### src/design/srlru_ram.sv
// ----------------------------------------------------------------------------
// srlru_ram
// Generic single-write, single-read memory with registered read data.
// ----------------------------------------------------------------------------
module srlru_ram #(
  parameter int WIDTH = 8,
  parameter int DEPTH = 256,
  localparam int AW = $clog2(DEPTH)
) (
  input  logic             clk_i,
  input  logic             we_i,
  input  logic [AW-1:0]    waddr_i,
  input  logic [WIDTH-1:0] wdata_i,
  input  logic [AW-1:0]    raddr_i,
  output logic [WIDTH-1:0] rdata_o
);

  logic [WIDTH-1:0] mem_q [DEPTH];
  logic [WIDTH-1:0] rdata_q;

  always_ff @(posedge clk_i) begin
    if (we_i) begin
      mem_q[waddr_i] <= wdata_i;
    end
    rdata_q <= mem_q[raddr_i];
  end

  assign rdata_o = rdata_q;

endmodule

### config.mk
export PLATFORM = sky130hd
export DESIGN_NAME = srlru_ram
export DESIGN_NICKNAME = d
export VERILOG_FILES = /design/src/design/srlru_ram.sv
export SDC_FILE = /design/constraint.sdc
export NUM_CORES = 2
export LEC_CHECK = 0
export ABC_AREA = 1
export BUFFER_PORTS_ARGS = -buffer_cell sky130_fd_sc_hd__buf_4
export CAP_MARGIN = 10
export CORE_MARGIN = 5
export CORE_UTILIZATION = 41
export CTS_CLUSTER_SIZE = 40
export DETAILED_ROUTE_END_ITERATION = 8
export GPL_TIMING_DRIVEN = 0
export PLACE_DENSITY = 0.58
export SLEW_MARGIN = 20
export SYNTH_ARGS = -nofsm -noshare
export SYNTH_HDL_FRONTEND = slang
export SYNTH_SLANG_ARGS = --single-unit
### constraint.sdc
create_clock -name clk_i -period 4.4 [get_ports clk_i]
set_input_delay 0.88 -clock clk_i [delete_from_list [all_inputs] [get_ports clk_i]]
set_output_delay 0.88 -clock clk_i [all_outputs]
set_load 0.01 [all_outputs]
==> metrics.md <==
| Metric | Value |
|---|---|
| Outcome | `complete, no violations` |
| CP Buf/Inv Count | `3` |
| R2r worst-path depth | `10` |
| Row cnt | `165` |
| Total GRT Usage | `32.3%` |
| #FFs+latches synth | `2056` |
| Placed Cells | `9737` |
| Fin crit share | `87.5%` |
| Fin. max-slew vios | `0` |
| Vias per cell | `6.10` |
| Detailed Place HPWL | `241 mm` |
| Register area share after synthesis | `73.9%` |
| Multi-input logic area | `19300 sq um` |
| Core box area | `202000 sq um` |
| Avg WL per Cell | `34.6 microns` |
| Clk Latency, worst-skew pair | `900 ps` |
| Critical path's slowest cell | `clkbuf_1` |
| Final Hold Viols | `0` |
| Worst setup SP type | `input port` |
| Post-synthesis adder-cell area fraction | `0%` |
| Input/output buffers | `26` |
| Post-Syn Area per Cell | `11.9 sq um` |
| Slew margin rel. | `11.1%` |
| Worst Path Required | `5090 ps` |
| Maximum clock frequency | `0.260 GHz` |
| Reg-to-Reg End | `rdata_o[7]` |
| Hold path startpoint | `wdata_i[7]` |
| Sequential power share | `50.8%` |
| Post-Syn Area | `83400 sq um` |
| Post-route ant nets | `0` |
| Cells after Synth | `7003` |
| Number of distinct library cells after synthesis | `14` |
| Worst EP arrival | `4540 ps` |
| Die Y | `461 microns` |
| Vias in the first global route | `56900` |
| Sw Share | `24.5%` |
| Worst vdd ir | `0.409 mV` |
| Buffer levels on the longest clock path | `3` |
| Warnings from Yosys | `0` |
| Main combinational cell family by area after synthesis | `simple AND/OR/NAND/NOR gates` |
| DP Area | `88000 sq um` |
| DRC errors left | `0` |
| Final instance area | `94600 sq um` |
| Routed vias | `61800` |
| CTS tree | `yes` |
| Setup slack after placement | `0.813 ps` |
| CTS resizes | `0` |
| DRT Pass-1 Iters | `7` |
| Finished Core Util | `46.8%` |
| Reg clk slew, reported paths | `60 ps` |
| Share of cells above drive strength 1 | `10.6%` |
| Initial antenna violation count | `18` |
| Hold/Removal Path Class | `input port to register` |
| Crit path cell chain | `buf_4 > buf_2 > clkbuf_1 > nand3_1 > nand3_1 > nand3_1 > nand3_1 > nand3_1 > nand3_1 > nand2_1 > nand2_1 > nand2_1` |
| CTS root buf | `clkbuf_16` |
| Logic pwr share | `7.6%` |
| Pin count of the biggest net entering global routing | `138` |
| Worst reg2reg setup slack | `2070 ps` |
| Depth of the worst hold-timing path | `1` |
| FF+latch area | `61700 sq um` |
| Setup bufs post-CTS | `0` |
| Worst Skew | `45.3 ps` |
| FILL cells | `18200` |
| Top delay family on crit path | `buffers and inverters` |
| Setup WS post-layout | `552 ps` |
| Worst path max stage delay | `960 ps` |
| Sw power | `10.4 mW` |
| Hold Path Sink | `mem_q[128][7]` |
| Grt ovf | `0` |
| Synth Area in Simple Gates | `22.9%` |
| GPL Wtd Cong | `1.04` |
| H-tree depth | `4` |
| Non-filler cells, final | `10100` |
| Worst Setup Path Type | `input port to register` |
| Number of nets in the layout | `7305` |
| Max cap viols | `0` |
| Power Internal | `32.1 mW` |
| Die Width | `461 microns` |
| Initial Utilization | `41.2%` |
| DR iter-0 viols | `11200` |
| Leak | `32.9 nW` |
| Final min period | `3850 ps` |
| Final setup fails | `0` |
| Worst Tran Pin Value | `1330 ps` |
| CTS Buf Count | `212` |
| Top Ports | `34` |
| Crit path depth | `12` |
| RSZ-0062 raised after global routing | `no` |
| Crit-path max FO | `10` |
| Area Growth Syn to Fin | `13.4%` |
| Total wire length | `350 mm` |
| Die ar. | `213000 sq um` |
| Setup crit end kind | `register` |
| First-pass GRT wire length | `470 mm` |
| Hold Buf Count CTS | `0` |
| # clock sinks | `2056` |
| Setup_tns | `0 ps` |
| Post-synthesis mux area share | `0%` |
| Most common cell on crit path | `nand3_1` |
| Xor/xnor share of the synthesized area | `0%` |
| Syn nets | `7029` |
| Clock power frac | `41.5%` |
| P per Cell Area | `449 nW/um^2` |
| Complex-gate fraction of the synthesized area | `0%` |
| Worst flop-to-flop path startpoint | `mem_q[189][7]` |
-- per-layer routing --
metal	vias to the layer above	track usage (%)	part of all wire, %
li1	25500	-	-
met1	30600	42.6	37
met2	4719	47.1	43
met3	983	9.55	13
met4	14	19.9	7.4
met5	-	0.321	0.047
-- synthesized netlist by cell type --
master | instances | area share (%)
buf_1 | 40 | 0.18
nand3_1 | 2019 | 12
dfxtp_1 | 8 | 0.19
edfxtp_1 | 2048 | 74
buf_8 | 1 | 0.018
nand2_1 | 2123 | 9.6
inv_1 | 36 | 0.16
inv_2 | 2 | 0.0090
buf_2 | 268 | 1.6
clkbuf_1 | 112 | 0.50
nor2_1 | 283 | 1.3
buf_4 | 46 | 0.41
inv_4 | 1 | 0.0075
buf_6 | 16 | 0.22
-- flip-flops by register name, indices dropped and copies added, names as in the netlist --
name,count
mem_q,2048
rdata_o,8
-- power groups by stage --
stage,clock [mW],sequential (mW),combinational (mW)
floorplan,0,22.0,1.33
detailed placement,0,22.0,3.08
finish,17.6,21.6,3.24
global placement,0,22.1,2.98
CTS,17.6,21.6,3.09
global route,18.4,21.6,3.28
-- area by class of cell --
cell class,count,area share (%)
clock buffer,268,5.87
inverter,39,0.157
antenna,9,0.0238
buffer,483,2.64
multi-input combinational,4425,20.4
clock inverter,121,1.10
tap,2672,3.53
sequential,2056,65.2
timing repair buffer,62,1.06
-- placed cells by master (no fill, tap or decap), drive strengths merged --
cell type,Yosys,routed
bufinv,0,16
nor2,283,283
clkbuf,112,381
nand3,2019,2019
clkinv,0,93
edfxtp,2048,2048
diode,0,9
buf,371,432
clkinvlp,0,1
nand2,2123,2123
inv,39,50
dfxtp,8,8
-- logic make-up (layout without fill, tap and decap cells) --
logic type | after synthesis | count (layout)
other | 0 | 9
and+or+nand+nor | 4425 | 4425
DFF | 2056 | 2056
buffers and inverters | 522 | 973
-- through the flow --
step           hold slack [ps]  power (mW)
4_1_cts                    167        42.3
3_3_place_gp              1170        25.0
5_1_grt                    199        43.3
2_1_floorplan              835        23.4
6_report                   230        42.5
3_5_place_dp              1090        25.1
-- worst max-delay path by stage --
stage / slack, ps / to / from
final: 550 / rdata_o[6] / raddr_i[1]
after global routing: 650 / rdata_o[6] / raddr_i[1]
after floorplan: 2030 / mem_q[162][0] / we_i
after global placement: -350 / rdata_o[2] / raddr_i[3]
after CTS: 920 / rdata_o[6] / raddr_i[1]
after detailed placement: 0.8 / rdata_o[6] / raddr_i[1]
(Power assumes the default switching activity.)
