### config.mk
export PLATFORM = sky130hd
export DESIGN_NAME = srlru_scan
export DESIGN_NICKNAME = d
export VERILOG_FILES = /design/src/design/srlru_pkg.sv /design/src/design/srlru_scan.sv
export SDC_FILE = /design/constraint.sdc
export NUM_CORES = 1
export LEC_CHECK = 0
export BUFFER_PORTS_ARGS = -buffer_cell sky130_fd_sc_hd__buf_4
export CAP_MARGIN = 10
export CORE_AREA = 2 2 154 156
export CTS_CLUSTER_DIAMETER = 150
export DETAILED_ROUTE_END_ITERATION = 7
export DIE_AREA = 0 0 156 158
export PLACE_DENSITY_LB_ADDON = 0.05
export SETUP_SLACK_MARGIN = 0.1
export SYNTH_ARGS = -nofsm -noshare
export SYNTH_HDL_FRONTEND = slang
export SYNTH_SLANG_ARGS = --single-unit
### constraint.sdc
create_clock -name clk_i -period 15.08 [get_ports clk_i]
set_clock_uncertainty 0.05 [all_clocks]
set_input_delay 1.508 -clock clk_i [delete_from_list [all_inputs] [get_ports clk_i]]
set_output_delay 1.508 -clock clk_i [all_outputs]
set_load 0.05 [all_outputs]
### src/design/srlru_pkg.sv
// ----------------------------------------------------------------------------
// srlru_pkg
// Shared types and constants of the scan-resistant LRU replacement engine.
// ----------------------------------------------------------------------------
package srlru_pkg;

  typedef enum logic [1:0] {
    OP_GET    = 2'd0,
    OP_REMOVE = 2'd1,
    OP_EVICT  = 2'd2,
    OP_NOP    = 2'd3
  } opcode_e;

  localparam logic [1:0] WHERE_NONE = 2'd0;
  localparam logic [1:0] WHERE_R    = 2'd1;
  localparam logic [1:0] WHERE_SR   = 2'd2;
  localparam logic [1:0] WHERE_HIST = 2'd3;

  localparam logic LIST_R  = 1'b0;
  localparam logic LIST_SR = 1'b1;

  localparam int CFG_IDX_W  = 2;
  localparam int CFG_DATA_W = 16;
  localparam logic [CFG_IDX_W-1:0] CFG_TOTAL_CAP = 2'd0;
  localparam logic [CFG_IDX_W-1:0] CFG_META      = 2'd1;

  localparam int TARGET_W = 16;
  localparam int META_W   = 2;
  localparam int CNT_W    = 32;
  localparam int STAMP_W  = 32;

  localparam logic [TARGET_W-1:0] CAP_RESET  = 16'd256;
  localparam logic [TARGET_W-1:0] HALF_RESET = 16'd128;

  // per-sweep result flags of a table scan
  typedef struct packed {
    logic match;
    logic free;
    logic lru_r;
    logic lru_sr;
  } scan_res_t;

endpackage

### src/design/srlru_scan.sv
// ----------------------------------------------------------------------------
// srlru_scan
// Table sweep unit: one entry per cycle, finds key match, first free slot
// and the oldest entry of each list.
// ----------------------------------------------------------------------------
module srlru_scan #(
  parameter int DEPTH    = 256,
  parameter int KEY_BITS = 32,
  parameter int STAMP_W  = 32,
  localparam int AW = $clog2(DEPTH)
) (
  input  logic                  clk_i,
  input  logic                  rst_ni,
  input  logic                  start_i,
  input  logic [KEY_BITS-1:0]   key_i,
  input  logic [DEPTH-1:0]      valid_i,
  input  logic [KEY_BITS-1:0]   rd_key_i,
  input  logic                  rd_list_i,
  input  logic [STAMP_W-1:0]    rd_stamp_i,
  output logic [AW-1:0]         rd_addr_o,
  output logic                  active_o,
  output logic                  done_o,
  output srlru_pkg::scan_res_t  res_o,
  output logic [AW-1:0]         match_idx_o,
  output logic [AW-1:0]         free_idx_o,
  output logic [AW-1:0]         lru_r_idx_o,
  output logic [AW-1:0]         lru_sr_idx_o
);

  import srlru_pkg::*;

  logic [AW:0]        cnt_q;
  logic               active_q, pvld_q, done_q;
  logic [AW-1:0]      pidx_q;
  scan_res_t          res_q;
  logic [AW-1:0]      match_q, free_q, lru_r_q, lru_sr_q;
  logic [STAMP_W-1:0] best_r_q, best_sr_q;
  logic               e_vld;

  assign e_vld = valid_i[pidx_q];

  always_ff @(posedge clk_i or negedge rst_ni) begin
    if (!rst_ni) begin
      cnt_q    <= '0;
      active_q <= 1'b0;
      pvld_q   <= 1'b0;
      done_q   <= 1'b0;
      res_q    <= '0;
    end else begin
      done_q <= 1'b0;
      if (start_i) begin
        cnt_q    <= '0;
        active_q <= 1'b1;
        pvld_q   <= 1'b0;
        res_q    <= '0;
      end else if (active_q) begin
        // each address is issued in the cycle before its entry is compared
        if (cnt_q < (AW+1)'(DEPTH)) begin
          pidx_q <= cnt_q[AW-1:0];
          pvld_q <= 1'b1;
          cnt_q  <= cnt_q + 1'b1;
        end else begin
          pvld_q <= 1'b0;
        end
        if (pvld_q) begin
          if (e_vld && rd_key_i == key_i && !res_q.match) begin
            res_q.match <= 1'b1;
            match_q     <= pidx_q;
          end
          if (!e_vld && !res_q.free) begin
            res_q.free <= 1'b1;
            free_q     <= pidx_q;
          end
          if (e_vld && rd_list_i == LIST_R && (!res_q.lru_r || rd_stamp_i < best_r_q)) begin
            res_q.lru_r <= 1'b1;
            lru_r_q     <= pidx_q;
            best_r_q    <= rd_stamp_i;
          end
          if (e_vld && rd_list_i == LIST_SR &&
              (!res_q.lru_sr || rd_stamp_i < best_sr_q)) begin
            res_q.lru_sr <= 1'b1;
            lru_sr_q     <= pidx_q;
            best_sr_q    <= rd_stamp_i;
          end
          if (pidx_q == AW'(DEPTH - 1)) begin
            active_q <= 1'b0;
            pvld_q   <= 1'b0;
            done_q   <= 1'b1;
          end
        end
      end
    end
  end

  assign rd_addr_o    = cnt_q[AW-1:0];
  assign active_o     = active_q;
  assign done_o       = done_q;
  assign res_o        = res_q;
  assign match_idx_o  = match_q;
  assign free_idx_o   = free_q;
  assign lru_r_idx_o  = lru_r_q;
  assign lru_sr_idx_o = lru_sr_q;

endmodule

==> results of run 1 <==
## synth_stat cells (all sizes together), types with 11 or more instances
cell type / number / area share [%]
clkbuf: 11 / 0.52
a21oi: 15 / 0.94
nand2: 17 / 0.80
inv: 64 / 3.0
o21ai: 15 / 0.94
nor2: 22 / 1.0
edfxtp: 104 / 39
buf: 22 / 1.9
nand4: 23 / 1.8
mux4: 56 / 16
o22ai: 11 / 0.86
xnor2: 33 / 3.6
ha: 63 / 9.9
a21o: 24 / 2.3
mux2i: 22 / 2.8
dfrtp: 16 / 5.0
## registers in the layout (all words and copies together) (netlist names)
signal / flops
lru_sr_idx_o: 8
best_sr_q: 32
free_idx_o: 8
cnt_q: 9
pidx_q: 8
lru_r_idx_o: 8
res_o: 4
active_o: 1
match_idx_o: 8
best_r_q: 32
pvld_q: 1
done_o: 1
## cell type report
cell class,count,share of cell area [%]
Antenna cell,2,0.0426
Multi-Input combinational cell,399,34.3
Tap cell,290,3.09
Timing Repair Buffer,407,26.0
Clock buffer,18,3.65
Inverter,64,2.04
Sequential cell,120,30.0
Clock inverter,13,0.958
## tightest hold or removal path, delay by kind of cell (launching register included)
family          cells  cell delay [ns]
compound gates      1             0.05
flops               1             0.35
simple gates        1             0.09
## how the worst max path moves through the flow
stage	start	end	slack (ns)	cells after the start
2_1_floorplan	rd_stamp_i[17]	best_r_q[0]	8.60	9
3_3_place_gp	pidx_q[0]	best_r_q[3]	10.06	11
3_5_place_dp	pidx_q[0]	best_r_q[5]	10.01	11
4_1_cts	pidx_q[0]	best_r_q[11]	9.99	11
5_1_grt	pidx_q[0]	best_r_q[11]	9.67	11
6_report	pidx_q[0]	best_r_q[11]	10.10	11
## routing by layer
metal / part of all wire (%) / track usage [%]
met5: 0.044 / 0
met4: 1.8 / 5.55
met3: 8.0 / 8.57
met2: 51 / 39.0
met1: 40 / 29.0
## power breakdown
group | switching [mW] | internal (mW)
combinational | 0.0791 | 0.111
sequential | 0.00602 | 0.367
clock | 0.137 | 0.237
total | 0.222 | 0.716
## cells by family (layout without fill, tap and decap cells)
kind of cell / Yosys count / after routing
AO/OA/AOI/OAI: 108 / 108
XOR/XNOR: 39 / 39
adder cells (fa/ha/maj): 63 / 63
buffers and inverters: 97 / 502
flip-flops: 120 / 120
multiplexers: 80 / 80
other: 0 / 2
AND/OR/NAND/NOR: 109 / 109
## placed cells by master, fill, tap and decap left out, types with 4 or more instances in the layout
cell,instances
ha_1,63
a31oi_1,5
nand3_1,6
nand2_1,17
a21oi_1,15
o21ai_0,15
nand2b_1,6
xnor2_1,33
edfxtp_1,104
dfrtp_1,16
nor3_1,7
mux4_2,52
clkinv_2,6
clkbuf_16,17
a21o_1,24
inv_1,64
xor2_1,6
a22oi_1,4
o22ai_1,11
mux2i_1,22
buf_4,407
nor2b_1,5
nand4_1,23
a211oi_1,6
mux4_1,4
nor2_1,22
clkinv_1,4
==> impl_metrics.py, run 1 <==
metrics = {
    "status": {
        "status": "finished clean",
    },
    "timing": {
        "fin_crit_ns": 4.98,
        "setup-tns-final_ns": 0,
        "fin_crit_sh_pct": 33.0,
        "hold_ws_ns": 0.478,
        "final.setup.worst_slack_ns": 10.10,
        "slew_headroom_pct": 40.4,
        "setup_viol": 0,
        "worst_pin_slew_ns": 0.891,
        "hold_violations": 0,
        "rsz0062_at_grt": "false",
        "finalMaxSlewViolations": 0,
        "fmax_mhz": 201,
    },
    "grt": {
        "grt_pass1_vias": 6892,
        "globalRoute.totalOverflow": 0,
        "grt_start_max_net_pins": 52,
        "antenna_found_initial": 3,
        "grt_usage_pct": 23.4,
        "grt_pass1_wl_um": 41600,
    },
    "route": {
        "drt_wl_total_um": 29300,
        "drc": 0,
        "dr.pass1.iters": 7,
        "wire_per_inst_um": 22.3,
        "drt-vias-per-instance": 5.09,
        "vias": 6682,
        "first_iter_violations": 329,
        "antenna_left": 0,
    },
    "place": {
        "dp_hpwl_um": 24300,
        "place_congestion": 0.892,
        "place_area_mm2": 0.0112,
        "dpl_worst_slack_ns": 10.01,
        "io_buffers": 401,
        "placedCellCount": 1280,
    },
    "layout": {
        "finalNonFillerCells": 1313,
        "drive_above_1_share_pct": 48.5,
        "ff_latch_area_mm2": 0.00352,
        "area_growth_pct": 47.8,
        "multi_input_area_mm2": 0.00403,
        "post-route-util_pct": 51.0,
        "final_cell_area_mm2": 0.0118,
        "fillers": 2057,
        "nNetsFinal": 1428,
    },
    "floorplanning": {
        "ios": 402,
        "die_area_mm2": 0.0246,
        "die_x_um": 156,
        "floorplan.initialDensity_pct": 34.5,
        "placementRows": 56,
        "core_mm2": 0.0231,
        "die_h_um": 158,
    },
    "clock_network": {
        "cts-resized-gates": 0,
        "tritoncts": "built",
        "cts-root-buf": "clkbuf_16",
        "cts_buffers": 17,
        "cts.path.max_buffers": 2,
        "clk_pin_slew_ns": 0.05,
        "htree_levels": 4,
        "post_cts_buffers": 0,
        "cts_sinks": 120,
        "clock_latency_ns": 0.41,
        "hold_buffers": 0,
    },
    "synth": {
        "synth_edf_count": 104,
        "syn_area_per_cell_um2": 12.9,
        "synth_cell_type_count": 57,
        "synthMuxAreaShare_pct": 19.1,
        "synth_ff_type": "edfxtp_1",
        "synth-simple-area-share_pct": 7.44,
        "synth.yosys.seq_area_share_pct": 44.3,
        "yosys_register_bits": 120,
        "synth_top_family_by_area": "multiplexers",
        "synth_area_mm2": 0.00796,
        "async_flop_share_pct": 13.3,
        "syn_nets": 1035,
        "yosysWarnings": 0,
        "synth-xor-area-share_pct": 4.29,
        "synth_compound_area_share_pct": 9.53,
        "synth_fa_ha_area_share_pct": 9.91,
        "synth_cells": 616,
    },
    "worst_setup_path": {
        "worst-r2r-setup-slack_ns": 10.10,
        "cp_cell_sequence": "buf_4 -> buf_4 -> mux4_1 -> mux2_2 -> a221oi_2 -> a311oi_1 -> or4_1 -> a32oi_2 -> or2_1 -> a211oi_4 -> buf_4",
        "crit_buf_inv": 3,
        "crit_family": "buffers and inverters",
        "crit_required_ns": 15.16,
        "cpMostUsedCell": "buf_4",
        "cp_slowest_cell": "buf_4",
        "max_stage_delay_ns": 0.75,
        "reg2reg_depth": 11,
        "cp_max_fo": 46,
        "r2r_start": "pidx_q[0]",
        "worstSetupPathType": "flip-flop to flip-flop",
        "critical_path.startpoint_type": "flip-flop",
        "worstSetupEndpointType": "flip-flop",
        "r2r_end": "best_r_q[11]",
        "worstPathArrival_ns": 5.06,
    },
    "pwr": {
        "power_density_mw_per_mm2": 79.8,
        "vdd_ir_drop_max_v": 0.0000543,
        "power_uw": 938,
        "p_leak_nw": 5.33,
    },
    "min_path": {
        "holdCritStartpoint": "cnt_q[8]",
        "min_path_cells": 2,
        "min_path_type": "flip-flop to flip-flop",
        "hold_end": "cnt_q[8]",
    },
    "flow_run": {
        "max-cap-violations": 0,
    },
}
No activity file was read; power rests on OpenSTA's default activity.
==> run 2: changes to the inputs <==
--- a/config.mk
+++ b/config.mk
@@ -7,10 +7,10 @@
 export LEC_CHECK = 0
 export BUFFER_PORTS_ARGS = -buffer_cell sky130_fd_sc_hd__buf_4
 export CAP_MARGIN = 10
-export CORE_AREA = 2 2 154 156
+export CORE_AREA = 2 2 158 160
 export CTS_CLUSTER_DIAMETER = 150
 export DETAILED_ROUTE_END_ITERATION = 7
-export DIE_AREA = 0 0 156 158
+export DIE_AREA = 0 0 160 162
 export PLACE_DENSITY_LB_ADDON = 0.05
 export SETUP_SLACK_MARGIN = 0.1
 export SYNTH_ARGS = -nofsm -noshare
==> constraint.sdc (replaced) <==
create_clock -name clk_i -period 4.5 [get_ports clk_i]
set_clock_uncertainty 0.05 [all_clocks]
set_input_delay 0.45 -clock clk_i [delete_from_list [all_inputs] [get_ports clk_i]]
set_output_delay 0.45 -clock clk_i [all_outputs]
set_load 0.05 [all_outputs]
==> impl_metrics.py, run 2 (synthesis results as in run 1) <==
metrics = {
    "worst_setup_path": {
        "r2r_start": "pidx_q[0]",
        "cpMostUsedCell": "buf_4",
        "cp_slowest_cell": "a211oi_4",
        "max_stage_delay_ns": 0.70,
        "cp_max_fo": 29,
        "worstSetupPathType": "flip-flop to flip-flop",
        "worst-r2r-setup-slack_ns": 0.45,
        "r2r_end": "best_sr_q[14]",
        "crit_buf_inv": 3,
        "cp_cell_sequence": "buf_12 -> buf_4 -> mux4_2 -> a22o_1 -> a221oi_1 -> a221o_1 -> a31oi_1 -> a32oi_2 -> or2_1 -> a211oi_4 -> buf_4",
        "crit_family": "compound AO/OA/AOI/OAI gates",
        "worstSetupEndpointType": "flip-flop",
        "worstPathArrival_ns": 4.06,
        "reg2reg_depth": 11,
        "critical_path.startpoint_type": "flip-flop",
        "crit_required_ns": 4.51,
    },
    "floorplanning": {
        "die_h_um": 162,
        "die_x_um": 160,
        "floorplan.initialDensity_pct": 33.0,
        "core_mm2": 0.0241,
        "placementRows": 57,
        "die_area_mm2": 0.0259,
        "ios": 402,
    },
    "clock_network": {
        "clock_latency_ns": 0.41,
        "clk_pin_slew_ns": 0.06,
        "htree_levels": 4,
        "cts.path.max_buffers": 2,
        "cts_buffers": 17,
        "cts_sinks": 120,
        "cts-root-buf": "clkbuf_16",
        "tritoncts": "built",
        "post_cts_buffers": 0,
    },
    "place": {
        "dpl_worst_slack_ns": 0.292,
        "dp_hpwl_um": 25800,
        "place_congestion": 0.943,
        "io_buffers": 401,
    },
    "pwr": {
        "sequentialPowerShare_pct": 38.6,
        "power_density_mw_per_mm2": 270,
        "p_clk_share_pct": 41.2,
        "intPower_mw": 2.48,
        "power.switching_uw": 767,
        "power_frac_comb_pct": 20.2,
        "p_leak_nw": 5.45,
        "power_mw": 3.24,
        "vdd_ir_drop_max_v": 0.000277,
        "p_sw_share_pct": 23.6,
    },
    "route": {
        "wl_met1_um": 12400,
        "dr.pass1.iters": 4,
        "wire_per_inst_um": 22.6,
        "antenna_left": 0,
        "dr_wl_met2_um": 15700,
        "drc": 0,
        "first_iter_violations": 430,
        "wl_met3_um": 1930,
        "vias": 6849,
        "top_layer": "met5",
        "drt_wl_total_um": 30800,
        "drt-vias-per-instance": 5.02,
    },
    "grt": {
        "grt_pass1_vias": 7028,
        "grt_start_max_net_pins": 53,
        "grt_pass1_wl_um": 44100,
        "globalRoute.totalOverflow": 0,
        "antenna_found_initial": 3,
        "grt_usage_pct": 23.3,
    },
    "timing": {
        "worst_pin_slew_ns": 0.870,
        "slew_headroom_pct": 41.9,
        "final.setup.worst_slack_ns": 0.448,
        "finalMaxSlewViolations": 0,
        "setup_viol": 0,
        "setup-tns-final_ns": 0,
        "rsz0062_at_grt": "false",
        "hold_violations": 0,
        "fin_crit_ns": 4.05,
        "fin_crit_sh_pct": 90.0,
        "fmax_mhz": 247,
    },
    "layout": {
        "layout_commonest_cell": "buf_4",
        "mostFrequentLayoutCells": "418 x buf_4, 104 x edfxtp_1, 64 x inv_1",
        "antennaDiodeCount": 0,
        "top_regs": "best_r_q x32, best_sr_q x32, cnt_q x9",
        "post-route-util_pct": 49.9,
        "nNetsFinal": 1446,
        "drive_above_1_share_pct": 49.3,
        "area_growth_pct": 51.1,
    },
    "flow_run": {
        "max-cap-violations": 0,
    },
    "status": {
        "status": "finished clean",
    },
    "min_path": {
        "hold_end": "best_sr_q[0]",
        "min_path_type": "input port to flip-flop",
        "holdCritStartpoint": "rd_stamp_i[0]",
        "min_path_cells": 1,
    },
}
[run 2: worst max path at each step]
stage / startpoint / to / slack [ns] / cells after the start
after global placement: pidx_q[0] / best_r_q[8] / 0.35 / 11
after global routing: pidx_q[0] / best_sr_q[15] / 0.22 / 11
after floorplan: pidx_q[0] / best_r_q[0] / 0.02 / 12
after CTS: pidx_q[0] / best_r_q[11] / 0.28 / 11
after detailed placement: pidx_q[0] / best_r_q[10] / 0.29 / 11
final: pidx_q[0] / best_sr_q[14] / 0.45 / 11
[run 2: per-layer routing]
layer / GRT usage (%) / up-vias
li1: - / 3224
met1: 28.7 / 3308
met2: 39.8 / 264
met3: 6.64 / 47
met4: 7.45 / 6
met5: 0 / -
[run 2: layout make-up]
| class | count | area, um2 |
|---|---|---|
| Clock buffer | 18 | 429 |
| Multi-Input combinational cell | 400 | 4040 |
| Tap cell | 324 | 405 |
| Clock inverter | 14 | 158 |
| Fill cell | 2268 | 12100 |
| Inverter | 64 | 240 |
| Timing Repair Buffer | 424 | 3240 |
| Sequential cell | 120 | 3520 |
[run 2: power groups by stage]
stage          logic [mW]  clock network (mW)  registers, mW
4_1_cts             0.661                1.37           1.25
3_5_place_dp        0.658                   0           1.27
2_1_floorplan       0.276                   0           1.28
6_report            0.657                1.34           1.25
3_3_place_gp        0.658                   0           1.27
5_1_grt             0.708                1.41           1.25
[run 2: what timing repair did]
item / 4_1_cts / 5_1_grt
endpoints found under the hold margin: 16 / 0
setup endpoints to repair: 0 / 19
gates resized for setup: 0 / 0
hold buffers: 1 / 0
[run 2: metrics by stage]
step / hold slack [ns] / area (um2) / cells
5_1_grt: 0.180 / 12000 / 1364
3_5_place_dp: 0.291 / 11400 / 1329
3_3_place_gp: 0.292 / 11400 / 1329
6_report: 0.197 / 12000 / 1364
4_1_cts: 0.180 / 12000 / 1362
2_1_floorplan: 0.104 / 7970 / 616
