==> src/design/srlru_div.sv <==
// ----------------------------------------------------------------------------
// srlru_div
// Restoring divider, one quotient bit per cycle; a zero divisor gives zero.
// ----------------------------------------------------------------------------
module srlru_div #(
  parameter int W = 32
) (
  input  logic         clk_i,
  input  logic         rst_ni,
  input  logic         start_i,
  input  logic [W-1:0] dividend_i,
  input  logic [W-1:0] divisor_i,
  output logic         done_o,
  output logic [W-1:0] quot_o
);

  localparam int CW = $clog2(W + 1);

  logic         active_q, done_q;
  logic [CW-1:0] cnt_q;
  logic [W-1:0] dvd_q, dvs_q;
  logic [W:0]   rem_q;
  logic [W:0]   rem_sh;
  logic         take;

  assign rem_sh = {rem_q[W-1:0], dvd_q[W-1]};
  assign take   = rem_sh >= {1'b0, dvs_q};

  always_ff @(posedge clk_i or negedge rst_ni) begin
    if (!rst_ni) begin
      active_q <= 1'b0;
      done_q   <= 1'b0;
      cnt_q    <= '0;
    end else begin
      done_q <= 1'b0;
      if (start_i) begin
        if (divisor_i == '0) begin
          dvd_q  <= '0;
          done_q <= 1'b1;
        end else begin
          dvd_q    <= dividend_i;
          dvs_q    <= divisor_i;
          rem_q    <= '0;
          cnt_q    <= CW'(W);
          active_q <= 1'b1;
        end
      end else if (active_q) begin
        rem_q <= take ? (rem_sh - {1'b0, dvs_q}) : rem_sh;
        dvd_q <= {dvd_q[W-2:0], take};
        cnt_q <= cnt_q - 1'b1;
        if (cnt_q == CW'(1)) begin
          active_q <= 1'b0;
          done_q   <= 1'b1;
        end
      end
    end
  end

  assign done_o = done_q;
  assign quot_o = dvd_q;

endmodule

==> config.mk <==
export PLATFORM = sky130hd
export DESIGN_NAME = srlru_div
export DESIGN_NICKNAME = d
export VERILOG_FILES = /design/src/design/srlru_div.sv
export SDC_FILE = /design/constraint.sdc
export NUM_CORES = 1
export LEC_CHECK = 0
export ABC_AREA = 1
export ABC_CLOCK_PERIOD_IN_PS = 6300
export BUFFER_PORTS_ARGS = -buffer_cell sky130_fd_sc_hd__buf_2
export CAP_MARGIN = 20
export CORE_ASPECT_RATIO = 1.75
export CORE_MARGIN = 2
export CORE_UTILIZATION = 55
export DETAILED_ROUTE_END_ITERATION = 16
export PLACE_DENSITY = 0.78
export SKIP_CTS_REPAIR_TIMING = 1
export SYNTH_ARGS = -nofsm -noshare
export SYNTH_HDL_FRONTEND = slang
export SYNTH_SLANG_ARGS = --single-unit
==> constraint.sdc <==
create_clock -name clk_i -period 6.3 [get_ports clk_i]
set_input_delay 1.26 -clock clk_i [delete_from_list [all_inputs] [get_ports clk_i]]
set_output_delay 1.26 -clock clk_i [all_outputs]
set_load 0.01 [all_outputs]
==> results of run 1 <==
through the flow:
step	cells	setup WS, ns	area, um^2	hold slack [ns]
after floorplan	962	2.307	7214	0.4889
after CTS	1230	3.284	8149	0.5445
final	1231	3.392	8177	0.5395
after global routing	1231	3.236	8177	0.5834
after global placement	1214	2.914	7859	0.5213
after detailed placement	1214	2.913	7859	0.5337
sequential cells by signal, summed over array words and instances, names as in the netlist:
name	cells
quot_o	32
cnt_q	6
rem_q	32
done_o	1
active_q	1
dvs_q	32
final timing paths:
path	end	slack, ns	depth (start not counted)
max reg2reg	rem_q[27]$_SDFFCE_PP0P_	3.60	13
max in group asynchronous	cnt_q[4]$_DFFE_PN0P_	5.38	1
min in group asynchronous	cnt_q[1]$_DFFE_PN0P_	0.74	1
max	dvs_q[29]$_DFFE_PP_	3.39	7
min	cnt_q[0]$_DFFE_PN0P_	0.54	1
min reg2reg	cnt_q[0]$_DFFE_PN0P_	0.54	1
logic make-up after synthesis:
family	count (synthesis)	share of synthesized area (%)
and+or+nand+nor	552	32.64
buffers and inverters	196	10.67
DFF	104	42.73
AOI/OAI and AO/OA	57	5.602
adders and majority gates	35	6.174
xor gates and xnor gates	18	2.185
power breakdown:
| group | switching [uW] | internal [uW] | total (uW) |
|---|---|---|---|
| Combinational | 429 | 244 | 672 |
| Sequential | 41.3 | 843 | 885 |
| Clock | 284 | 277 | 561 |
| Total | 754 | 1360 | 2120 |
cell usage in the layout, fill, tap and decap left out, types with 2 or more instances in the layout:
cell type / Yosys / final
nand2_1: 314 / 314
or2_2: 3 / 3
dfrtp_1: 8 / 8
inv_2: 5 / 6
xor2_1: 17 / 17
nand3b_1: 23 / 23
o21ai_0: 3 / 3
a21oi_1: 21 / 19
nor3_1: 2 / 2
nor2_2: 6 / 6
nand2_2: 4 / 4
ha_1: 34 / 34
nor2_1: 135 / 134
clkinv_1: 2 / 3
inv_1: 169 / 168
nand4_1: 7 / 7
edfxtp_1: 96 / 96
inv_6: 0 / 2
clkbuf_16: 0 / 9
a21oi_4: 0 / 2
and2_1: 9 / 9
nor2_4: 1 / 2
nand3_1: 42 / 42
a22o_1: 31 / 31
buf_2: 4 / 99
cell usage after synthesis (4+ instances only):
master and instances:
nand2_1 314, inv_1 169, nor2_1 135, edfxtp_1 96
nand3_1 42, ha_1 34, a22o_1 31, nand3b_1 23
a21oi_1 21, xor2_1 17, clkbuf_1 11, and2_1 9
dfrtp_1 8, nand4_1 7, nor2_2 6, inv_2 5
buf_2 4, nand2_2 4
metal layers:
layer	GRT usage (%)	wire length, um	share of wire, %	up-vias
met5	0	0	0	-
met4	14.07	949	5.4	0
met3	4.165	739	4.2	54
met2	49.22	9318	53	181
met1	26.38	6696	38	2792
li1	-	-	-	3199
final cells by class:
cell class / instances / area [um^2]
clock buffer: 9 / 225.2
clock inverter: 7 / 65.06
fill: 1186 / 4692
inverter: 177 / 666.9
multi-input combinational: 662 / 3392
sequential: 104 / 3083
tap: 171 / 214.0
timing repair buffer: 101 / 530.5
==> flow_summary.yaml, run 1 <==
outcome:
  status: "complete, no violations"
synthesis:
  synthArstFlopShare_pct: 7.692
  synth_top_area_cell: "edfxtp_1"
  synth_cell_type_count: 36
  synth_area_leaders: "edfxtp_1 (40%), nand2_1 (16%), inv_1 (8.8%)"
  synth_ff_type: "edfxtp_1"
  ys_ff_latch: 104
  netlist_area_um2: 7214
  ys_seq_area_share_pct: 42.73
  synth_nets: 1064
  yosysWarnings: 0
  avgSynthCellArea_um2: 7.499
  syn_inst: 962
  synth_edf_count: 96
  synth_top_area_share_pct: 39.96
pwr:
  power.total_uw: 2118
  powerDensity_nw_per_um2: 259.0
  p_leak_uw: 0.004267
  ir_worst_vdd_mv: 0.1590
flow_run:
  drv_cap: 0
global_route:
  grt_pass1_vias: 6316
  grt_pass1_wl_um: 28720
  antenna_found_initial: 0
  grt_max_degree: 68
  grt_usage_pct: 25.79
  grt_overflow_total: 0
routing:
  viasPerCell: 5.058
  wl_per_cell_um: 14.38
  post-route-drc-count: 0
  drt_pass1_iterations: 6
  final_antenna_net_count: 0
  wl_um: 17700
  drtIter0Drc: 305
  vias: 6226
worst_setup_path:
  crit_fanout: 32
  worst_path_max_delay_cell: "nor2_4"
  setup.worst_path.start: "divisor_i[22]"
  cpPeakStageDelay_ns: 0.87
  reg2reg_from: "rem_q[26]$_SDFFCE_PP0P_"
  cp-end-kind: "register"
  path_delay_family: "simple AND/OR/NAND/NOR gates"
  critPathRequiredTime_ns: 6.28
  critPathLaunchType: "input port"
  crit_buf_inv: 1
  critPathKind: "input port to register"
  crit_chain: "buf_2 -> nor2_1 -> nand2_1 -> nor2_1 -> nand4_1 -> nand2_1 -> nor2_4"
  worst_ep_arrival_time_ns: 2.89
floorplanning:
  die_w_um: 90.58
  die_area_um2: 14090
  pin_count: 100
  fp.coreArea_um2: 12870
  core.rowCount: 55
  die_h_um: 155.5
  initial_core_util_pct: 56.06
clock_tree:
  clock_sinks: 104
  cts.htree.levels: 3
  clk_latency_ns: 0.36
  clk_path_buf_depth: 2
  cts.reportedPaths.clkPinSlew_ns: 0.08
  cts_tree: "yes"
  cts_buffers: 9
  cts_root_buf: "clkbuf_16"
sta:
  finalClockSkew_ns: 0.008855
  rsz0062_at_grt: "false"
  slew_headroom_pct: 31.68
  hold_viol: 0
  timing.setup.tns_ns: 0
  max_slew.worst_pin.slew_ns: 1.022
  fmax_mhz: 343.9
  period_share_pct: 46.15
  drv_slew: 0
  min_period_ns: 2.908
  final-setup-viol-count: 0
min_path:
  min_from: "cnt_q[0]$_DFFE_PN0P_"
  hp-class: "register to register"
placed_design:
  hpwl_um: 13450
  port_buffers: 99
  gp_congestion: 0.9675
layout:
  drive_gt1_share_pct: 13.68
  area_growth_pct: 13.34
  nets: 1157
  fin_util_pct: 63.54
  insertedDiodeCount: 0
Power figures use the tool's default switching activity.
==> run 2: changes to the inputs <==
--- a/config.mk
+++ b/config.mk
@@ -6,12 +6,12 @@
 export NUM_CORES = 1
 export LEC_CHECK = 0
 export ABC_AREA = 1
-export ABC_CLOCK_PERIOD_IN_PS = 6300
+export ABC_CLOCK_PERIOD_IN_PS = 2450
 export BUFFER_PORTS_ARGS = -buffer_cell sky130_fd_sc_hd__buf_2
 export CAP_MARGIN = 20
 export CORE_ASPECT_RATIO = 1.75
 export CORE_MARGIN = 2
-export CORE_UTILIZATION = 55
+export CORE_UTILIZATION = 53
 export DETAILED_ROUTE_END_ITERATION = 16
 export PLACE_DENSITY = 0.78
 export SKIP_CTS_REPAIR_TIMING = 1
==> constraint.sdc (replaced) <==
create_clock -name clk_i -period 2.45 [get_ports clk_i]
set_input_delay 0.49 -clock clk_i [delete_from_list [all_inputs] [get_ports clk_i]]
set_output_delay 0.49 -clock clk_i [all_outputs]
set_load 0.01 [all_outputs]
==> flow_summary.yaml, run 2 (synthesis gave the netlist of run 1 again) <==
routing:
  drt_pass1_iterations: 5
  viasPerCell: 5.121
  vias: 6396
  post-route-drc-count: 0
  wl_um: 18780
  final_antenna_net_count: 0
  drtIter0Drc: 375
  wl_per_cell_um: 15.04
placed_design:
  hpwl_um: 14570
  port_buffers: 99
  pre_cts_ws_ns: 0.009932
  gp_congestion: 1.032
sta:
  hold_viol: 0
  setup_slack_ns: 0.1544
  finalClockSkew_ns: 0.01010
  fmax_mhz: 435.6
  slew_headroom_pct: 30.86
  min_period_ns: 2.296
  final-setup-viol-count: 0
  drv_slew: 0
  hold_slack_ns: 0.06977
  period_share_pct: 93.70
  timing.setup.tns_ns: 0
  max_slew.worst_pin.slew_ns: 1.035
layout:
  area_growth_pct: 16.20
  most-common-layout-cells: "nand2_1 (314), inv_1 (168), nor2_1 (131), buf_2 (99), edfxtp_1 (96)"
  drive_gt1_share_pct: 16.28
  insertedDiodeCount: 0
  fin_util_pct: 62.64
  fillers: 1216
  final_common_cell: "nand2_1"
  nets: 1172
floorplanning:
  pin_count: 100
  die_area_um2: 14600
  core.rowCount: 56
  initial_core_util_pct: 53.91
  die_h_um: 158.3
  die_w_um: 92.20
  fp.coreArea_um2: 13380
flow_run:
  drv_cap: 0
global_route:
  grt_usage_pct: 26.89
  grt_max_degree: 68
  grt_pass1_vias: 6463
  grt_pass1_wl_um: 30270
  antenna_found_initial: 0
  grt_overflow_total: 0
pwr:
  p_leak_uw: 0.004345
  ir_worst_vdd_mv: 0.5793
  powerDensity_nw_per_um2: 660.5
clock_tree:
  cts.reportedPaths.clkPinSlew_ns: 0.08
  clock_sinks: 104
  cts_root_buf: "clkbuf_16"
  cts.htree.levels: 3
  clk_path_buf_depth: 2
  cts_tree: "yes"
  cts_buffers: 9
  clk_latency_ns: 0.36
worst_setup_path:
  crit_fanout: 7
  cp-end-kind: "register"
  critPathLaunchType: "register"
  worst_ep_arrival_time_ns: 2.41
  critPathRequiredTime_ns: 2.57
  critPathKind: "register to register"
min_path:
  hp-class: "input port to asynchronous set/reset pin"
outcome:
  status: "complete, no violations"
-- run 2: cell count changes in the layout (fill, tap and decap cells not counted), moves of 2 or more --
| cell | before | now |
|---|---|---|
| buf_4 | 1 | 14 |
| ha_4 | 0 | 4 |
| nor2_2 | 6 | 9 |
| ha_1 | 34 | 26 |
| nand3_2 | 1 | 3 |
| nor2_1 | 134 | 131 |
| nand3_1 | 42 | 40 |
| ha_2 | 0 | 4 |
-- run 2: critical path, stage by stage, from the launching register on --
cell	delay [ns]
edfxtp_1	0.42
ha_2	0.42
nand3_1	0.09
nand2_1	0.23
nand2_1	0.08
nand2_1	0.16
nand2_1	0.07
nand2_1	0.17
nand2_1	0.15
nand3_1	0.10
nand2_1	0.06
nor2_1	0.09
nor2_1	0.04
-- run 2: final timing paths --
path	startpoint	to	slack [ns]	depth (start not counted)
hold / removal	rst_ni	cnt_q[3]$_DFFE_PN0P_	0.07	2
max in group asynchronous	rst_ni	cnt_q[2]$_DFFE_PN0P_	2.24	2
min in group clk_i	divisor_i[7]	dvs_q[7]$_DFFE_PP_	0.32	1
setup reg to reg	rem_q[1]$_SDFFCE_PP0P_	rem_q[31]$_SDFFCE_PP0P_	0.15	12
hold reg to reg	cnt_q[0]$_DFFE_PN0P_	cnt_q[0]$_DFFE_PN0P_	0.54	1
setup / recovery	rem_q[1]$_SDFFCE_PP0P_	rem_q[31]$_SDFFCE_PP0P_	0.15	12
-- run 2: cell type report --
type | instances | area, um^2 | area share, %
Inverter | 177 | 669.4 | 7.985
Sequential cell | 104 | 3083 | 36.78
Multi-Input combinational cell | 662 | 3473 | 41.43
Tap cell | 174 | 217.7 | 2.597
Timing Repair Buffer | 116 | 659.4 | 7.866
Clock buffer | 10 | 229.0 | 2.731
Clock inverter | 6 | 51.30 | 0.6119
-- run 2: layer usage --
metal / up-vias / global-route usage (%) / share of wire, %
li1: 3237 / - / -
met3: 55 / 3.833 / 3.7
met4: 0 / 15.92 / 6.3
met1: 2926 / 27.57 / 37
met5: - / 0 / 0
met2: 178 / 51.19 / 53
-- run 2: power breakdown --
part / switching [uW] / total (uW) / internal [uW]
combinational: 1140 / 1830 / 686
clock: 716 / 1430 / 709
sequential: 116 / 2290 / 2170
-- run 2: per-stage QoR --
step	total power (uW)	cells	area, um^2
floorplan	3578	962	7232
CTS	5498	1248	8268
finish	5537	1249	8383
global placement	4052	1232	7988
global route	5881	1249	8383
detailed placement	4089	1232	7988
==> run 3: changes to the inputs <==
--- a/config.mk
+++ b/config.mk
@@ -5,13 +5,12 @@
 export SDC_FILE = /design/constraint.sdc
 export NUM_CORES = 1
 export LEC_CHECK = 0
-export ABC_AREA = 1
 export ABC_CLOCK_PERIOD_IN_PS = 2450
 export BUFFER_PORTS_ARGS = -buffer_cell sky130_fd_sc_hd__buf_2
 export CAP_MARGIN = 20
 export CORE_ASPECT_RATIO = 1.75
 export CORE_MARGIN = 2
-export CORE_UTILIZATION = 53
+export CORE_UTILIZATION = 52
 export DETAILED_ROUTE_END_ITERATION = 16
 export PLACE_DENSITY = 0.78
 export SKIP_CTS_REPAIR_TIMING = 1
==> flow_summary.yaml, run 3 <==
layout:
  nets: 973
  most-common-layout-cells: "buf_4 (127), buf_2 (99), edfxtp_1 (96), nand2_1 (67), inv_1 (64)"
  final_common_cell: "buf_4"
  insertedDiodeCount: 0
  area_growth_pct: 36.54
  fillers: 868
  drive_gt1_share_pct: 36.07
sta:
  timing.setup.tns_ns: -10.27
  hold_viol: 0
  hold_slack_ns: 0.3178
  period_share_pct: 115.6
  final-setup-viol-count: 33
  slew_headroom_pct: 44.16
  setup_slack_ns: -0.3824
  rsz0062_at_grt: "true"
  fmax_mhz: 353.1
  min_period_ns: 2.832
  drv_slew: 0
  finalClockSkew_ns: 0.01372
  max_slew.worst_pin.slew_ns: 0.8376
routing:
  wl_met2_um: 9735
  dr_wl_met3_um: 511
  wl_per_cell_um: 17.39
  wl_um: 17610
  drtIter0Drc: 298
  routed.top_layer: "met4"
  final_antenna_net_count: 0
  drt_pass1_iterations: 5
  vias: 5800
  viasPerCell: 5.726
  wl_met1_um: 6590
  post-route-drc-count: 0
worst_setup_path:
  worst_ep_arrival_time_ns: 2.93
  path_delay_family: "compound AO/OA/AOI/OAI gates"
  reg2reg_from: "rem_q[4]$_SDFFCE_PP0P_"
  cpPeakStageDelay_ns: 0.45
  crit_buf_inv: 2
  crit_fanout: 6
  path_common_cell: "o21ai_2"
  critPathLaunchType: "register"
  critPathKind: "register to register"
  crit_cells: 11
  r2r-end: "rem_q[19]$_SDFFCE_PP0P_"
  crit_chain: "ha_4 -> o21a_1 -> o21ai_2 -> a31oi_4 -> o41ai_4 -> o21ai_2 -> a311oi_4 -> buf_12 -> clkbuf_16 -> mux2i_1 -> nor2_1"
  cp-end-kind: "register"
  critPathRequiredTime_ns: 2.54
  worst_path_max_delay_cell: "edfxtp_1"
  rrSetupSlack_ns: -0.38
  ff2ff_path_depth: 11
synthesis:
  yosysWarnings: 0
  ys_seq_area_share_pct: 48.67
  synth_edf_count: 96
  synth_top_area_share_pct: 45.51
  yosys-top-cells-count: "edfxtp_1 (96), inv_1 (71), nand2_1 (68)"
  netlist_area_um2: 6335
  synth.most_common_cell: "edfxtp_1"
  synthArstFlopShare_pct: 7.692
  syn_inst: 652
  avgSynthCellArea_um2: 9.716
  synth_area_leaders: "edfxtp_1 (46%), ha_1 (6.7%), inv_1 (4.2%)"
  ys_ff_latch: 104
  synth_ff_type: "edfxtp_1"
  synth_cell_type_count: 54
  synth_top_area_cell: "edfxtp_1"
  synth_nets: 754
global_route:
  grt_max_degree: 82
  grt_usage_pct: 26.38
  antenna_found_initial: 0
  grt_pass1_wl_um: 26910
  grt_overflow_total: 0
  grt_pass1_vias: 5878
clock_tree:
  cts_tree: "yes"
  cts_buffers: 9
  cts.htree.levels: 3
  clk_path_buf_depth: 2
  clk_latency_ns: 0.36
  clock_sinks: 104
  cts_root_buf: "clkbuf_16"
  cts.reportedPaths.clkPinSlew_ns: 0.09
floorplanning:
  die_h_um: 150.0
  fp.coreArea_um2: 11940
  pin_count: 100
  die_area_um2: 13120
  core.rowCount: 53
  die_w_um: 87.44
  initial_core_util_pct: 53.07
placed_design:
  pre_cts_ws_ns: -0.4437
  port_buffers: 99
  gp_congestion: 0.9355
  hpwl_um: 12740
outcome:
  status: "complete, but fails checks"
  failed_checks: "setup timing"
min_path:
  hold_end: "dvs_q[15]$_DFFE_PP_"
  min_from: "divisor_i[15]"
  hp-class: "input port to register"
  min_path_cells: 1
pwr:
  clockPowerShare_pct: 21.2
  p_int_uw: 4483
  p_seq_share_pct: 34.5
  ir_worst_vdd_mv: 0.4288
  switching_share_pct: 35.10
  p_leak_uw: 0.003877
  switchingPower_uw: 2424
  p_comb_share_pct: 44.3
  powerDensity_nw_per_um2: 798.5
flow_run:
  drv_cap: 0
==> run 3: cell types whose count changed after synthesis, sizes merged, moves of 24 or more <==
cell	change
nand2	-252
inv	-104
nor2	-77
nand3	-38
o22ai	+32
a22o	-30
o21ai	+25
a21oi	+24
==> run 3: worst max path at each step <==
stage / from / to / slack (ns)
floorplan: quot_o[31]$_DFFE_PP_ / rem_q[10]$_SDFFCE_PP0P_ / -0.23
CTS: dvs_q[0]$_DFFE_PP_ / rem_q[28]$_SDFFCE_PP0P_ / -0.48
global placement: dvs_q[0]$_DFFE_PP_ / rem_q[28]$_SDFFCE_PP0P_ / -0.37
detailed placement: dvs_q[0]$_DFFE_PP_ / rem_q[28]$_SDFFCE_PP0P_ / -0.44
finish: rem_q[4]$_SDFFCE_PP0P_ / rem_q[19]$_SDFFCE_PP0P_ / -0.38
global route: quot_o[31]$_DFFE_PP_ / rem_q[12]$_SDFFCE_PP0P_ / -0.47
==> run 3: layout make-up <==
type,count,area (um^2),area share (%)
multi-input cells,450,3217,37.19
flip-flops and latches,104,3083,35.64
repair buffers,235,1612,18.63
inverters,71,266.5,3.081
clock buffers,9,225.2,2.604
well taps,137,171.4,1.982
clock inverters,7,75.07,0.8679
==> run 3: through the flow <==
| step | std cells | total power, uW | cell area, um^2 | utilization [%] |
|---|---|---|---|---|
| detailed placement | 983 | 5053 | 7990 | 66.94 |
| CTS | 999 | 6517 | 8290 | 69.45 |
| global route | 1013 | 7253 | 8650 | 72.46 |
| global placement | 983 | 4956 | 7990 | 66.94 |
| finish | 1013 | 6907 | 8650 | 72.46 |
| floorplan | 652 | 3971 | 6509 | - |
==> run 3: cells by family after synthesis <==
logic type                 share of synthesized area, %
and+or+nand+nor                                   15.35
xor gates and xnor gates                          3.180
AOI/OAI and AO/OA                                 17.95
DFF                                               48.67
adders and majority gates                         7.031
muxes                                             1.738
buffers and inverters                             6.083
==> run 3: power groups by stage <==
stage                     Combinational (uW)  Clock [uW]  Sequential [uW]
final                                   3060        1460             2380
after global routing                    3320        1530             2410
after CTS                               2670        1470             2370
after detailed placement                2640           0             2410
after global placement                  2560           0             2400
after floorplan                         1580           0             2400
==> run 3: routing by layer <==
metal,vias to the layer above,global-route usage (%)
met2,151,48.75
met1,2788,28.27
li1,2808,-
met4,0,13.77
met5,-,0
met3,53,3.475
